$ cat config.mk
export PLATFORM = sky130hd
export DESIGN_NAME = three_level_priority_queue_core
export DESIGN_NICKNAME = d
export VERILOG_FILES = /design/src/design/tlpq_pkg.sv /design/src/design/tlpq_cell.sv /design/src/design/three_level_priority_queue_core.sv
export SDC_FILE = /design/constraint.sdc
export NUM_CORES = 1
export LEC_CHECK = 0
export BUFFER_PORTS_ARGS = -buffer_cell sky130_fd_sc_hd__buf_2
export CAP_MARGIN = 25
export CORE_MARGIN = 1.5
export CORE_UTILIZATION = 60
export DETAILED_ROUTE_END_ITERATION = 16
export PLACE_DENSITY = 0.86
export SYNTH_ARGS = -nofsm -noshare
export SYNTH_HDL_FRONTEND = slang
export SYNTH_SLANG_ARGS = --single-unit
export TNS_END_PERCENT = 1
$ cat constraint.sdc
create_clock -name clock -period 5.87 [get_ports clock]
set_input_delay 0.8805 -clock clock [delete_from_list [all_inputs] [get_ports clock]]
set_output_delay 0.8805 -clock clock [all_outputs]
set_load 0.01 [all_outputs]
$ cat src/design/tlpq_pkg.sv
// ----------------------------------------------------------------------------
// tlpq_pkg
// Shared types and constants for the three-level priority queue.
// ----------------------------------------------------------------------------
package tlpq_pkg;

   localparam int DEPTH = 16;

   typedef enum logic [1:0] {
      MODE_PUT   = 2'd0,
      MODE_GET   = 2'd1,
      MODE_ACCEL = 2'd2,
      MODE_NOP   = 2'd3
   } mode_type;

   typedef enum logic [1:0] {
      ST_DONE  = 2'd0,
      ST_FULL  = 2'd1,
      ST_EMPTY = 2'd2,
      ST_RSVD  = 2'd3
   } status_type;

   localparam logic [1:0] LVL_LOW    = 2'd0;
   localparam logic [1:0] LVL_NORMAL = 2'd1;
   localparam logic [1:0] LVL_HIGH   = 2'd2;

   typedef struct packed {
      logic        valid;
      logic [31:0] payload;
      logic [1:0]  level;
   } entry_type;

   typedef struct packed {
      logic        do_put;
      logic        do_get;
      logic        do_accel;
      logic [1:0]  target;
      logic [31:0] payload;
      logic [1:0]  level;
   } cmd_type;

   typedef struct packed {
      logic any_high;
      logic any_normal;
      logic any_low;
   } scan_type;

endpackage

$ cat src/design/tlpq_cell.sv
// ----------------------------------------------------------------------------
// tlpq_cell
// One queue slot: holds an entry, joins the level scan and the removal chain,
// and takes its successor's entry when an entry at or before it is removed.
// ----------------------------------------------------------------------------
module tlpq_cell
   import tlpq_pkg::*;
(
   input  logic      clock,
   input  logic      reset,
   input  cmd_type   cmd,
   input  logic      prev_valid,
   input  entry_type next_entry,
   input  scan_type  scan_in,
   output scan_type  scan_out,
   input  logic      hit_in,
   output logic      hit_out,
   input  entry_type sel_in,
   output entry_type sel_out,
   output entry_type entry_out
);

   logic        valid_ff, valid_in;
   logic [31:0] payload_ff, payload_in;
   logic [1:0]  level_ff, level_in;
   logic        hit, shift, put_here;

   always_comb begin
      scan_out.any_high   = scan_in.any_high   | (valid_ff && level_ff == LVL_HIGH);
      scan_out.any_normal = scan_in.any_normal | (valid_ff && level_ff == LVL_NORMAL);
      scan_out.any_low    = scan_in.any_low    | (valid_ff && level_ff == LVL_LOW);
   end

   assign hit      = cmd.do_get && valid_ff && (level_ff == cmd.target) && !hit_in;
   assign hit_out  = hit_in | hit;
   assign shift    = cmd.do_get && hit_out;
   assign put_here = cmd.do_put && !valid_ff && prev_valid;

   assign entry_out.valid   = valid_ff;
   assign entry_out.payload = payload_ff;
   assign entry_out.level   = level_ff;
   assign sel_out = hit ? entry_out : sel_in;

   always_comb begin
      valid_in   = valid_ff;
      payload_in = payload_ff;
      level_in   = level_ff;
      if (shift) begin
         valid_in   = next_entry.valid;
         payload_in = next_entry.payload;
         level_in   = next_entry.level;
      end else if (put_here) begin
         valid_in   = 1'b1;
         payload_in = cmd.payload;
         level_in   = cmd.level;
      end else if (cmd.do_accel && valid_ff && level_ff == LVL_LOW) begin
         level_in   = LVL_HIGH;
      end
   end

   always_ff @(posedge clock) begin
      if (reset) begin
         valid_ff <= 1'b0;
      end else begin
         valid_ff <= valid_in;
      end
   end

   always_ff @(posedge clock) begin
      payload_ff <= payload_in;
      level_ff   <= level_in;
   end

endmodule

$ cat src/design/three_level_priority_queue_core.sv
// ----------------------------------------------------------------------------
// Response: the result beat is registered and appears the cycle after accept.
// Throughput: one item per cycle while rsp_tready is not held low against a
// pending beat; the path is the level scan and removal chain through the DEPTH cells.
// Reset: synchronous; clears every cell's valid bit, leaving the queue empty.
// ----------------------------------------------------------------------------
// three_level_priority_queue_core
// Priority queue of DEPTH cells in arrival order with low, normal and high
// levels; put, get oldest of highest level, accelerate low to high.
// ----------------------------------------------------------------------------
module three_level_priority_queue_core
   import tlpq_pkg::*;
(
   input  logic        clock,
   input  logic        reset,
   input  logic        req_tvalid,
   output logic        req_tready,
   input  logic [39:0] req_tdata,  // payload[31:0], level[33:32], zero pad
   input  logic [1:0]  req_tuser,  // mode[1:0]
   output logic        rsp_tvalid,
   input  logic        rsp_tready,
   output logic [39:0] rsp_tdata,  // out_payload[31:0], out_level[33:32], zero pad
   output logic [1:0]  rsp_tuser   // status[1:0]
);

   logic            go;
   mode_type        mode;
   logic [1:0]      req_level;
   cmd_type         cmd;
   logic [DEPTH-1:0] valid_vec;
   logic            full, empty;

   scan_type  scan_chain [DEPTH+1];
   logic      hit_chain  [DEPTH+1];
   entry_type sel_chain  [DEPTH+1];
   entry_type entries    [DEPTH+1];

   logic        rsp_valid_ff, rsp_valid_in;
   status_type  status_ff, status_in;
   logic [31:0] payload_ff, payload_in;
   logic [1:0]  level_ff, level_in;

   assign req_tready = !rsp_valid_ff || rsp_tready;
   assign go         = req_tvalid && req_tready;
   assign mode       = mode_type'(req_tuser);
   assign req_level  = (req_tdata[33:32] == 2'd3) ? LVL_HIGH : req_tdata[33:32];

   assign full  = valid_vec[DEPTH-1];
   assign empty = !valid_vec[0];

   always_comb begin
      cmd.do_put   = go && mode == MODE_PUT;
      cmd.do_get   = go && mode == MODE_GET;
      cmd.do_accel = go && mode == MODE_ACCEL;
      cmd.payload  = req_tdata[31:0];
      cmd.level    = req_level;
      if (scan_chain[DEPTH].any_high) begin
         cmd.target = LVL_HIGH;
      end else if (scan_chain[DEPTH].any_normal) begin
         cmd.target = LVL_NORMAL;
      end else begin
         cmd.target = LVL_LOW;
      end
   end

   assign scan_chain[0] = '0;
   assign hit_chain[0]  = 1'b0;
   assign sel_chain[0]  = '0;
   assign entries[DEPTH] = '0;

   for (genvar i = 0; i < DEPTH; i++) begin : g_cell
      tlpq_cell u_cell (
         .clock      (clock),
         .reset      (reset),
         .cmd        (cmd),
         .prev_valid ((i == 0) ? 1'b1 : entries[(i == 0) ? 0 : i-1].valid),
         .next_entry (entries[i+1]),
         .scan_in    (scan_chain[i]),
         .scan_out   (scan_chain[i+1]),
         .hit_in     (hit_chain[i]),
         .hit_out    (hit_chain[i+1]),
         .sel_in     (sel_chain[i]),
         .sel_out    (sel_chain[i+1]),
         .entry_out  (entries[i])
      );
      assign valid_vec[i] = entries[i].valid;
   end

   always_comb begin
      rsp_valid_in = rsp_valid_ff && !rsp_tready;
      status_in    = status_ff;
      payload_in   = payload_ff;
      level_in     = level_ff;
      if (go) begin
         rsp_valid_in = 1'b1;
         status_in    = ST_DONE;
         payload_in   = '0;
         level_in     = LVL_LOW;
         case (mode)
            MODE_PUT: begin
               if (full) status_in = ST_FULL;
            end
            MODE_GET: begin
               if (empty) begin
                  status_in = ST_EMPTY;
               end else begin
                  payload_in = sel_chain[DEPTH].payload;
                  level_in   = sel_chain[DEPTH].level;
               end
            end
            default: begin
            end
         endcase
      end
   end

   always_ff @(posedge clock) begin
      if (reset) begin
         rsp_valid_ff <= 1'b0;
      end else begin
         rsp_valid_ff <= rsp_valid_in;
      end
   end

   always_ff @(posedge clock) begin
      status_ff  <= status_in;
      payload_ff <= payload_in;
      level_ff   <= level_in;
   end

   assign rsp_tvalid = rsp_valid_ff;
   assign rsp_tuser  = status_ff;
   assign rsp_tdata  = {6'd0, level_ff, payload_ff};

   a_contiguous: assert property (@(posedge clock) disable iff (reset)
      ((valid_vec + 1'b1) & valid_vec) == '0)
      else $error("queue cells not filled from the head");

   a_put_full: assert property (@(posedge clock) disable iff (reset)
      (cmd.do_put && full) |=> (rsp_tuser == ST_FULL && $stable(valid_vec)))
      else $error("put on full queue not rejected");

   a_get_empty: assert property (@(posedge clock) disable iff (reset)
      (cmd.do_get && empty) |=> (rsp_tuser == ST_EMPTY))
      else $error("get on empty queue not flagged");

   a_get_shrinks: assert property (@(posedge clock) disable iff (reset)
      (cmd.do_get && !empty) |=>
         ($countones(valid_vec) + 1 == $past($countones(valid_vec))))
      else $error("get did not remove exactly one entry");

endmodule

==> impl_metrics.toml <==
[global_route]
grt_usage = 0.351
grt_max_degree = 49
grt_pass1_wl_mm = 142
grt_pass1_vias = 24051
grt.overflow.total = 0
grt_antenna_before_repair = 7

[timing]
slew-limit-headroom = 0.325
maxSlewViolCount = 0
skew_ns = 0.0344
rsz0062_at_grt = "no"
fin_setup_tns_ns = 0
period_share = 0.928
min_period_ns = 5.45
setup_viol = 0
fmax_mhz = 184
holdWs_ns = 0.471
finalHoldViolCount = 0
worst-slew-pin-transition_ns = 1.01

[route]
avgRoutedWirePerCell_um = 24.6
finalWirelength_mm = 93.0
drt-initial-drc-count = 4543
via_per_inst = 6.71
first_pass_iters = 6
drc = 0
num_vias = 25432
ant_nets = 0

[synth]
synthXorXnorAreaFrac = 0.00544
synth-simple-area-share = 0.211
synthAdderAreaFrac = 0
synth_top_family_by_area = "simple AND/OR/NAND/NOR gates"
synth_top_area_cell = "edfxtp_1"
synth_warnings = 0
yosys-top-cells-area = "edfxtp_1 54%, nand2_1 15%, mux2_2 5.2%"
syn_avg_cell_area_um2 = 9.93
synth_common_cells = "1192 x nand2_1, 546 x edfxtp_1, 172 x clkbuf_1, 140 x mux2_2, 113 x a21oi_1"
async_flop_share = 0
synthCells = 3057
synth_mux_area_frac = 0.0533
synth_compound_area_frac = 0.122
synth_top_cell_area_share = 0.540
synth-edff-count = 546
ys_ff_latch = 597
yosysUniqueCellTypes = 91
yosysSeqAreaShare = 0.574
synth_ff_type = "edfxtp_1"
syn_area_um2 = 30400
synth_most_common_cell = "nand2_1"

[critical_path]
crit_type = "reg -> reg"
crit_start = "g_cell[4].u_cell.level_ff[1]$_DFFE_PP_"
worst_setup_path_start_kind = "flip-flop"
endpoint_kind = "flip-flop"
required_ns = 6.26
regToRegStartpoint = "g_cell[4].u_cell.level_ff[1]$_DFFE_PP_"
worst_ep_arrival_time_ns = 5.84
path_max_fanout = 11

[place]
port_buffers = 77
globalplace.congestion = 1.00
dpl_cell_area_um2 = 31600
dp_cells = 3668
dp_hpwl_mm = 63.3

[final_layout]
final_cell_area_um2 = 33800
multi_input_area_um2 = 12100
seq_area_um2 = 17400
syn_to_final_growth_pct = 11.4
drive_gt1_frac = 0.152
stdcell_count = 3788
nets = 3105
fill_cells = 3543

[floorplanning]
die_w_um = 228
ios = 90
die_y_um = 228
start_util = 0.606
die_area_um2 = 51900
core_area_um2 = 50100
rows = 82

[power]
p_comb_frac = 0.244
power_frac_clock = 0.303
irDropWorstVdd_mv = 0.505
p_leak_nw = 12.8
p_sw_frac = 0.332
fin_total_pwr_mw = 14.0
p_int_mw = 9.33
power_density_nw_per_um2 = 414
seqPwrFrac = 0.453
power.switching_mw = 4.65

[clocking]
postCtsHoldBufs = 0
cts_buffer_depth = 3
post_cts_buffers = 0
cts_tree = "yes"
cts_sinks = 597
clock_latency_ns = 0.67
htree_levels = 2
numCtsBuffers = 59
clkTransAtPathRegs_ns = 0.07
clockRootBuffer = "clkbuf_16"
post_cts_resized = 0

[status]
status = "finished, final reports clean"

[min_path]
worstHoldStart = "g_cell[15].u_cell.payload_ff[29]$_SDFFE_PP0P_"
hp-class = "reg -> reg"

[job]
drv_cap = 0
cell type report:
cell class,instances,area share
Tap cell,672,0.0249
Multi-Input combinational cell,2208,0.357
Antenna cell,6,0.000444
Clock inverter,38,0.0164
Inverter,18,0.00200
Sequential cell,597,0.515
Clock buffer,74,0.0477
Timing Repair Buffer,175,0.0365
kinds of logic after synthesis:
| group | Yosys count |
|---|---|
| AOI/OAI and AO/OA | 512 |
| other | 1 |
| and+or+nand+nor | 1528 |
| DFF | 597 |
| muxes | 144 |
| xor gates and xnor gates | 18 |
| buffers and inverters | 257 |
through the flow:
| step | worst slack [ns] | util |
|---|---|---|
| 6_report | 0.424 | 0.675 |
| 5_1_grt | 0.250 | 0.675 |
| 4_1_cts | 0.647 | 0.674 |
| 3_5_place_dp | 0.695 | 0.631 |
| 3_3_place_gp | 0.737 | 0.630 |
| 2_1_floorplan | 0.726 | - |
worst max-delay path, stage by stage (launching register included):
cell	delay [ns]
edfxtp_1	0.48
nand3b_1	0.26
nand4_1	0.27
or4_1	0.94
a21oi_4	0.49
xnor2_1	0.25
a2bb2oi_4	0.24
nand4_2	0.47
nor3_4	0.37
and2_1	0.55
a21oi_1	0.22
o221a_2	0.17
a211oi_1	0.46
power groups by stage:
stage	Clock (mW)	Sequential (mW)	Combinational, mW
final	4.23	6.34	3.41
after global routing	4.39	6.40	3.66
after CTS	4.21	6.32	3.26
after detailed placement	0	6.40	3.23
after global placement	0	6.34	3.09
after floorplan	0	6.24	2.33
layer usage:
| layer | up-vias | GRT usage | share of wire |
|---|---|---|---|
| met5 | - | 0 | 0.000097 |
| met4 | 2 | 0.133 | 0.039 |
| met3 | 288 | 0.0725 | 0.14 |
| met2 | 2273 | 0.521 | 0.44 |
| met1 | 11912 | 0.512 | 0.38 |
| li1 | 10957 | - | - |
layout by cell type, fill, tap and decap left out, types with 53 or more instances in the layout:
master	n
nor2_1	102
clkbuf_16	60
mux2_2	140
buf_4	89
buf_2	77
edfxtp_1	546
o21ai_0	57
a21oi_1	113
a221oi_1	53
nand2_1	1192
state kept, by name, indices dropped and copies added, names as in the netlist:
signal,flops
g_cell.u_cell.level_ff,32
level_ff,2
rsp_tvalid,1
g_cell.u_cell.valid_ff,16
rsp_tuser,2
g_cell.u_cell.payload_ff,512
payload_ff,32
path summary, 6_finish.rpt:
path                                                    to  slack [ns]  cells past startpoint
max                            payload_ff[9]$_SDFFCE_PN0P_        0.42                     12
max reg2reg                    payload_ff[9]$_SDFFCE_PN0P_        0.42                     12
min reg2reg  g_cell[15].u_cell.payload_ff[29]$_SDFFE_PP0P_        0.47                      2
min          g_cell[15].u_cell.payload_ff[29]$_SDFFE_PP0P_        0.47                      2
Power figures use the tool's default switching activity.
